`src/hdl/lgsf_pkg.sv`:
```
// Shared constants, types and a helper function for the linear gradient span fetch unit.
package lgsf_pkg;

    // Table and span sizing; TABLE_SIZE must be a power of two
    localparam int TABLE_SIZE    = 256;
    localparam int MAX_SPAN      = 64;
    localparam int FRACTION_BITS = 24;

    // Field widths
    localparam int POS_W     = 40;
    localparam int COORD_W   = 12;
    localparam int LEN_W     = 7;
    localparam int COLOR_W   = 32;
    localparam int ENTRY_W   = 8;
    localparam int MODE_W    = 2;
    localparam int CFG_IDX_W = 3;
    localparam int CFG_W     = 40;

    // Derived datapath widths
    localparam int IDX_W    = $clog2(TABLE_SIZE);
    localparam int CNT_W    = $clog2(MAX_SPAN + 1);
    localparam int PROD_W   = POS_W + COORD_W + 2;
    localparam int SUM_W    = PROD_W + 1;
    localparam int V_W      = POS_W + IDX_W;
    localparam int MAG_W    = V_W - FRACTION_BITS;
    localparam int REFL_LIM = 2 * TABLE_SIZE - 1;
    localparam int REFL_W   = IDX_W + 1;
    localparam int NDIG     = (MAG_W + REFL_W - 1) / REFL_W;
    localparam int DSUM_W   = REFL_W + $clog2(NDIG + 1);
    localparam int PIPE_N   = 5;

    // Item opcodes
    localparam logic OP_LOAD = 1'b0;
    localparam logic OP_SPAN = 1'b1;

    // Spread modes (unused code acts as pad)
    localparam logic [MODE_W-1:0] SPREAD_PAD     = 2'd0;
    localparam logic [MODE_W-1:0] SPREAD_REFLECT = 2'd1;
    localparam logic [MODE_W-1:0] SPREAD_REPEAT  = 2'd2;

    // Register indexes
    localparam logic [CFG_IDX_W-1:0] CFG_GAIN_X      = 3'd0;
    localparam logic [CFG_IDX_W-1:0] CFG_GAIN_Y      = 3'd1;
    localparam logic [CFG_IDX_W-1:0] CFG_ORIGIN_OFFS = 3'd2;
    localparam logic [CFG_IDX_W-1:0] CFG_SPREAD_MODE = 3'd3;

    typedef struct packed {
        logic               opcode;
        logic [ENTRY_W-1:0] entry_index;
        logic [COLOR_W-1:0] entry_color;
        logic [COORD_W-1:0] start_x;
        logic [COORD_W-1:0] start_y;
        logic [LEN_W-1:0]   span_length;
    } t_item;

    typedef struct packed {
        logic [COLOR_W-1:0] pixel_color;
        logic               last_pixel;
    } t_result;

    typedef enum logic [2:0] {
        ST_IDLE,
        ST_MUL,
        ST_SUM,
        ST_INIT,
        ST_RUN,
        ST_DRAIN
    } t_state;

    // Controller to datapath commands
    typedef struct packed {
        logic capture;
        logic load_prod;
        logic load_sum;
        logic init;
        logic step;
    } t_dp_cmd;

    // Datapath to controller status
    typedef struct packed {
        logic len_zero;
        logic cnt_last;
        logic pipe_empty;
    } t_dp_stat;

    // Magnitude modulo (2*TABLE_SIZE-1): digits of REFL_W bits sum congruently
    function automatic logic [REFL_W-1:0] refl_rem(input logic [MAG_W-1:0] mag);
        logic [NDIG*REFL_W-1:0] ext;
        logic [DSUM_W-1:0]      dsum;
        logic [REFL_W:0]        fold;
        ext  = (NDIG*REFL_W)'(mag);
        dsum = '0;
        for (int k = 0; k < NDIG; k++) begin
            dsum = dsum + DSUM_W'(ext[k*REFL_W +: REFL_W]);
        end
        fold = (REFL_W+1)'(dsum[REFL_W-1:0]) + (REFL_W+1)'(dsum[DSUM_W-1:REFL_W]);
        if (fold >= (REFL_W+1)'(REFL_LIM)) begin
            fold = fold - (REFL_W+1)'(REFL_LIM);
        end
        return fold[REFL_W-1:0];
    endfunction

endpackage

```
`src/hdl/lgsf_ctrl.sv`:
```
// Sequencing state machine for span setup, pixel issue and pipeline drain.
module lgsf_ctrl
    import lgsf_pkg::*;
(
    input  logic     i_clk,
    input  logic     i_rst_n,
    input  logic     i_start,
    input  logic     i_span,
    input  t_dp_stat i_stat,
    output t_dp_cmd  o_cmd,
    output logic     o_busy
);

    t_state r_state;
    t_state n_state;

    // State register
    always_ff @(posedge i_clk) begin
        if (!i_rst_n) begin
            r_state <= ST_IDLE;
        end else begin
            r_state <= n_state;
        end
    end

    // Next state
    always_comb begin
        n_state = r_state;
        case (r_state)
            ST_IDLE: begin
                if (i_start && i_span) begin
                    n_state = ST_MUL;
                end
            end
            ST_MUL:  n_state = ST_SUM;
            ST_SUM:  n_state = ST_INIT;
            ST_INIT: begin
                n_state = i_stat.len_zero ? ST_IDLE : ST_RUN;
            end
            ST_RUN: begin
                if (i_stat.cnt_last) begin
                    n_state = ST_DRAIN;
                end
            end
            ST_DRAIN: begin
                if (i_stat.pipe_empty) begin
                    n_state = ST_IDLE;
                end
            end
            default: n_state = ST_IDLE;
        endcase
    end

    // Outputs
    always_comb begin
        o_cmd  = '0;
        o_busy = 1'b1;
        case (r_state)
            ST_IDLE: begin
                o_busy       = 1'b0;
                o_cmd.capture = i_start;
            end
            ST_MUL:   o_cmd.load_prod = 1'b1;
            ST_SUM:   o_cmd.load_sum  = 1'b1;
            ST_INIT:  o_cmd.init      = 1'b1;
            ST_RUN:   o_cmd.step      = 1'b1;
            ST_DRAIN: o_cmd           = '0;
            default:  o_busy          = 1'b1;
        endcase
    end

    // Nothing is in flight while the unit is free
    a_idle_empty: assert property (@(posedge i_clk) disable iff (!i_rst_n)
        (r_state == ST_IDLE) |-> i_stat.pipe_empty)
        else $error("pixel pipeline not empty while idle");

    // A span always issues at least one pixel once it runs
    a_run_from_init: assert property (@(posedge i_clk) disable iff (!i_rst_n)
        (r_state == ST_RUN && !$past(r_state == ST_RUN)) |-> $past(!i_stat.len_zero))
        else $error("run entered for an empty span");

endmodule

```
`config.mk`:
```
export PLATFORM = sky130hd
export DESIGN_NAME = lgsf_ctrl
export DESIGN_NICKNAME = d
export VERILOG_FILES = /design/src/hdl/lgsf_pkg.sv /design/src/hdl/lgsf_ctrl.sv
export SDC_FILE = /design/constraint.sdc
export NUM_CORES = 1
export LEC_CHECK = 0
export ABC_AREA = 1
export BUFFER_PORTS_ARGS = -buffer_cell sky130_fd_sc_hd__buf_2
export CORE_AREA = 4 4 41 43
export DETAILED_ROUTE_END_ITERATION = 7
export DIE_AREA = 0 0 45 47
export HOLD_SLACK_MARGIN = 0.06
export MAX_ROUTING_LAYER = met4
export PLACE_DENSITY = 0.44
export SLEW_MARGIN = 20
export SYNTH_ARGS = -nofsm -noshare
export SYNTH_HDL_FRONTEND = slang
export SYNTH_SLANG_ARGS = --single-unit
```
`constraint.sdc`:
```
create_clock -name i_clk -period 1.8 [get_ports i_clk]
set_clock_uncertainty 0.1 [all_clocks]
set_input_delay 0.36 -clock i_clk [delete_from_list [all_inputs] [get_ports i_clk]]
set_output_delay 0.36 -clock i_clk [all_outputs]
set_load 0.05 [all_outputs]
```
=== Yosys cells after proc, flatten, opt, wreduce, memory -nomap -nowiden ===
Index checks and enable logic that the tools add are counted.

* Flip-flop bits (word level): 3
* Bits in latches: 0
* RAM bits: 0
* Memory bits (read-only): 0
* Bits of input ports: 7
* Memories kept: 0

* $add $sub $neg: 0
* $mul: 0
* Divide/modulo/power cells: 0
* Magnitude comparators: 0
* Equal/unequal tests: 8
* Shifts and indexed selects: 0
* Mux-type cells: 11
* Bitwise operators: 0
* Reductions and logical operators: 3

{| class="wikitable"
|+ Operators with widths
! cell !! count
|-
| 3-bit case mux with 6 select lines || 1
|-
| 3-bit 2-to-1 mux || 4
|-
| 3-bit by 2-bit == test with 1-bit output, second input constant || 2
|-
| 3-bit == test, second input constant || 2
|-
| 1-bit 2-to-1 mux || 6
|-
| 2-bit != test, second input constant || 3
|-
| 3-bit by 1-bit == test with 1-bit output, second input constant || 1
|-
| 3-bit logical NOT || 1
|-
| 3-bit AND reduction || 1
|-
| 1-bit logical AND || 1
|}

=== Depth between registers and ports, before layout ===
Gate-level depths: netlist of the first run.

* Depth in word-level cells: 3
* Mapped depth: 6
* Depth with buffers taken out: 6

=== Worst setup path before layout of the first run ===
Ideal clock, no wire load.

* Kind: register to output
* Start: register r_state[0]
* End: output port o_cmd[4] (netlist bit)
* Arrival: 1.631 ns
* Path slack: -0.291 ns
* Cell stages (with the launch flop): 4
* Cells stage by stage: dfxtp_1 -> nor2_2 -> nand2_1 -> nor2_1

{| class="wikitable"
|+ RTL lines
! element !! RTL line !! source
|-
| start, declared || lgsf_ctrl.sv:14 || <nowiki>t_state r_state;</nowiki>
|-
| start signal, assigned || lgsf_ctrl.sv:22 || <nowiki>r_state <= n_state;</nowiki>
|-
| end, declared || lgsf_ctrl.sv:10 || <nowiki>output t_dp_cmd o_cmd,</nowiki>
|}

==> results of run 1 <==
layer usage:
layer	global-route usage	routed length, um	vias up
met1	0.0680	227	89
met3	0.0115	54	0
li1	-	-	137
met5	-	0	-
met4	0.0526	0	0
met2	0.0763	215	9
kinds of logic after synthesis:
family	count (synthesis)	synth area share
buffers and inverters	7	0.127
AOI/OAI and AO/OA	3	0.0843
and+or+nand+nor	21	0.500
DFF	3	0.289
worst max-delay path by stage:
stage | startpoint | to | slack, ns | cells after the start
finish | r_state[0]$_SDFFE_PN0P_ | o_cmd[4] | 0.10 | 4
CTS | r_state[0]$_SDFFE_PN0P_ | o_cmd[4] | 0.08 | 4
floorplan | r_state[0]$_SDFFE_PN0P_ | o_cmd[4] | -0.08 | 3
global route | r_state[0]$_SDFFE_PN0P_ | o_cmd[4] | 0.01 | 4
detailed placement | r_state[0]$_SDFFE_PN0P_ | o_cmd[4] | 0.33 | 4
global placement | r_state[0]$_SDFFE_PN0P_ | o_cmd[4] | 0.36 | 4
critical path: stages (launching register included):
cell     delay (ns)
dfxtp_1        0.36
nor2_2         0.21
nand2_1        0.11
nor2_2         0.08
buf_2          0.26
cells in the final DEF, fill, tap and decap left out, drive strengths merged:
| master | Yosys | layout |
|---|---|---|
| nand3 | 5 | 5 |
| dfxtp | 3 | 3 |
| nor2 | 8 | 8 |
| nand2 | 7 | 7 |
| inv | 7 | 7 |
| buf | 0 | 12 |
| o21ai | 1 | 1 |
| clkbuf | 0 | 4 |
| o21a | 1 | 1 |
| nor3 | 1 | 1 |
| a21oi | 1 | 1 |
final cells by class:
type	instances	share of cell area
multi-input cells	24	0.402
flip-flops and latches	3	0.188
repair buffers	12	0.188
clock buffers	4	0.0820
inverters	7	0.0820
well taps	15	0.0586
metrics by stage:
step | area (um2) | std cells | setup slack (ns)
finish | 320 | 65 | 0.101
global route | 320 | 65 | 0.0125
floorplan | 215 | 34 | -0.0810
global placement | 294 | 61 | 0.358
detailed placement | 294 | 61 | 0.335
CTS | 320 | 65 | 0.0804
synthesized netlist by cell type:
cell type | instances | area [um2]
nand3_2 | 3 | 30.0
inv_1 | 7 | 26.3
dfxtp_1 | 3 | 60.1
o21a_1 | 1 | 7.51
nand2_1 | 7 | 26.3
nor3_1 | 1 | 5.00
o21ai_1 | 1 | 5.00
nor2_2 | 1 | 6.26
nand3_1 | 2 | 10.0
a21oi_1 | 1 | 5.00
nor2_1 | 7 | 26.3
==> results.py, run 1 <==
metrics = {
    "status": {
        "status": "finished clean",
    },
    "sta": {
        "tns_ns": 0,
        "min_period_ns": 1.70,
        "fmax_mhz": 589,
        "drv_slew": 0,
        "rsz0062_at_grt": "no",
        "period_share": 0.944,
        "hold_viol_final": 0,
        "worstMarginPinSlew_ns": 0.262,
        "hold_ws_ns": 0.263,
        "slew_headroom": 0.825,
        "setup_violations": 0,
    },
    "clock_tree": {
        "post_cts_resized": 0,
        "h-tree-depth": 1,
        "post-cts-setup-buffer-count": 0,
        "root_buffer": "clkbuf_4",
        "path_clk_slew_ns": 0.04,
        "clock_latency_ns": 0.23,
        "cts_buffers": 3,
        "cts_tree": "yes",
        "clockBufferDepth": 2,
        "postCtsHoldBufs": 0,
        "clock-sinks": 3,
    },
    "placed_design": {
        "globalplace.congestion": 0.637,
        "dp_hpwl_um": 414,
        "portBuffers": 12,
    },
    "final_layout": {
        "nFillCells": 166,
        "drive_above_1_share": 0.420,
        "nNetsFinal": 58,
        "multi_input_comb_area_um2": 129,
        "diodes": 0,
        "seqCellArea_um2": 60.1,
        "top_register": "r_state",
        "largest_reg_flops": 3,
        "area_growth_pct": 54.2,
        "largest_registers": "r_state x3",
        "fin_util": 0.246,
    },
    "setup_path": {
        "worstRegToRegCells": 5,
        "r2r-end": "r_state[2]$_SDFFE_PN0P_",
        "timing.rr.start": "r_state[2]$_SDFFE_PN0P_",
        "cp.arrival_ns": 1.24,
        "r2r_slack_ns": 0.69,
        "crit_fanout": 6,
        "setup.worst_path.start_class": "flip-flop",
        "crit_type": "reg -> out",
        "end_kind": "output pin",
        "cp_data_required_time_ns": 1.34,
    },
    "yosys": {
        "syn-num-nets": 41,
        "yosysUniqueCellTypes": 11,
        "ys_seq_area_frac": 0.289,
        "syn_area_um2": 208,
        "synth_area_per_cell_um2": 6.11,
        "ys_warn_count": 0,
        "syn_inst": 34,
        "ys_ff_latch": 3,
    },
    "die": {
        "die_area_um2": 2120,
        "dieHeight_um": 47,
        "rows": 13,
        "core_area_um2": 1300,
        "num_io_pins": 13,
        "die_w_um": 45,
        "start_util": 0.160,
    },
    "global_route": {
        "antenna_found_initial": 0,
        "grt_pass1_wl_um": 800,
        "grt_max_degree": 8,
        "grt_pass1_vias": 223,
        "grt-ovfl-total": 0,
        "track_usage": 0.0562,
    },
    "job": {
        "maxCapViolCount": 0,
    },
    "worst_hold_path": {
        "hold_path.class": "in -> reg",
        "whs_endpoint": "r_state[1]$_SDFFE_PN0P_",
        "whs_path_depth": 2,
        "hp-start": "i_rst_n",
    },
    "drt": {
        "vias_per_cell": 3.62,
        "via_count": 235,
        "drt_iter0_drc": 3,
        "wl_um": 497,
        "dr.pass1.iters": 2,
        "drc": 0,
        "wl_per_cell_um": 7.65,
        "ant_nets": 0,
    },
}
Power of run 1 is not shown: default switching activity piles up to over one toggle a cycle in this logic, so the estimate is an artifact.
==> inputs of run 2 (changes only) <==
- CTS_BUF_LIST: unset -> sky130_fd_sc_hd__clkbuf_4 sky130_fd_sc_hd__clkbuf_8
==> results.py, run 2 (synthesized netlist as in run 1, its figures left out) <==
metrics = {
    "sta": {
        "worstMarginPinSlew_ns": 0.262,
        "drv_slew": 0,
        "tns_ns": 0,
        "min_period_ns": 1.70,
        "period_share": 0.943,
        "hold_ws_ns": 0.264,
        "setup_violations": 0,
        "rsz0062_at_grt": "no",
        "hold_viol_final": 0,
        "fmax_mhz": 589,
        "slew_headroom": 0.825,
    },
    "status": {
        "status": "finished clean",
    },
    "setup_path": {
        "crit_fanout": 6,
        "crit_type": "reg -> out",
        "crit_chain": "nor2_2, nand2_1, nor2_2, buf_2",
        "timing.critical_path.mode_cell": "nor2_2",
        "r2r-end": "r_state[2]$_SDFFE_PN0P_",
        "end_kind": "output pin",
        "cp_slowest_cell": "dfxtp_1",
        "critPathMaxStageDelay_ns": 0.36,
        "worstRegToRegCells": 5,
        "r2r_slack_ns": 0.69,
        "setup.worst_path.start_class": "flip-flop",
        "cp_data_required_time_ns": 1.34,
        "cp.arrival_ns": 1.24,
        "cp_top_family": "simple AND/OR/NAND/NOR gates",
        "timing.rr.start": "r_state[2]$_SDFFE_PN0P_",
        "cp.buffers_inverters": 1,
    },
    "worst_hold_path": {
        "hold_path.class": "in -> reg",
        "whs_endpoint": "r_state[1]$_SDFFE_PN0P_",
        "hp-start": "i_rst_n",
        "whs_path_depth": 2,
    },
    "clock_tree": {
        "clockBufferDepth": 2,
        "postCtsHoldBufs": 0,
        "clock_latency_ns": 0.23,
        "root_buffer": "clkbuf_4",
        "cts_buffers": 3,
        "post_cts_resized": 0,
        "post-cts-setup-buffer-count": 0,
        "path_clk_slew_ns": 0.04,
        "clock-sinks": 3,
        "h-tree-depth": 1,
        "cts_tree": "yes",
    },
    "drt": {
        "wl_um": 493,
        "wl_per_cell_um": 7.58,
        "vias_per_cell": 3.62,
        "dr.pass1.iters": 2,
        "drc": 0,
        "via_count": 235,
        "ant_nets": 0,
        "drt_iter0_drc": 3,
    },
    "die": {
        "die_w_um": 45,
        "start_util": 0.160,
        "num_io_pins": 13,
        "core_area_um2": 1300,
        "die_area_um2": 2120,
        "rows": 13,
        "dieHeight_um": 47,
    },
    "final_layout": {
        "largest_registers": "r_state x3",
        "largest_reg_flops": 3,
        "top_register": "r_state",
        "nNetsFinal": 58,
        "nFillCells": 166,
        "area_growth_pct": 56.0,
        "stdcell_count": 65,
        "diodes": 0,
        "drive_above_1_share": 0.440,
        "final_common_cell": "buf_2",
        "final_cell_area_um2": 324,
        "mostFrequentLayoutCells": "12 x buf_2, 7 x inv_1, 7 x nand2_1",
    },
    "job": {
        "maxCapViolCount": 0,
    },
    "global_route": {
        "grt-ovfl-total": 0,
        "grt_pass1_wl_um": 800,
        "antenna_found_initial": 0,
        "track_usage": 0.0562,
        "grt_pass1_vias": 223,
        "grt_max_degree": 8,
    },
    "placed_design": {
        "globalplace.congestion": 0.637,
        "dp.cells": 61,
        "portBuffers": 12,
        "dp_hpwl_um": 414,
        "placed_cell_area_um2": 294,
    },
}
[run 2: cell counts in the layout (fill, tap and decap cells not counted)]
Identical to the previous run, type by type.
[run 2: layout make-up]
class                      instances  area, um2  area share
clock buffer                       4       30.0      0.0927
inverter                           7       26.3      0.0811
multi-input combinational         24        129       0.398
sequential                         3       60.1       0.185
tap                               15       18.8      0.0579
timing repair buffer              12       60.1       0.185
[run 2: per-layer routing]
layer / GRT usage / up-vias / part of all wire
met2: 0.0763 / 9 / 0.43
li1: - / 137 / -
met4: 0.0526 / 0 / 0
met1: 0.0680 / 89 / 0.46
met5: - / - / 0
met3: 0.0115 / 0 / 0.11
[run 2: through the flow]
stage,util,worst slack [ns]
2_1_floorplan,-,-0.0810
3_3_place_gp,0.226,0.358
3_5_place_dp,0.226,0.335
4_1_cts,0.249,0.0819
5_1_grt,0.249,0.0123
6_report,0.249,0.102
[run 2: worst max-delay path by stage]
stage                                 start  endpoint  slack, ns  cells after the start
detailed placement  r_state[0]$_SDFFE_PN0P_  o_cmd[4]       0.33                      4
finish              r_state[0]$_SDFFE_PN0P_  o_cmd[4]       0.10                      4
global placement    r_state[0]$_SDFFE_PN0P_  o_cmd[4]       0.36                      4
CTS                 r_state[0]$_SDFFE_PN0P_  o_cmd[4]       0.08                      4
floorplan           r_state[0]$_SDFFE_PN0P_  o_cmd[4]      -0.08                      3
global route        r_state[0]$_SDFFE_PN0P_  o_cmd[4]       0.01                      4
Power of run 2 is left out for the same reason.
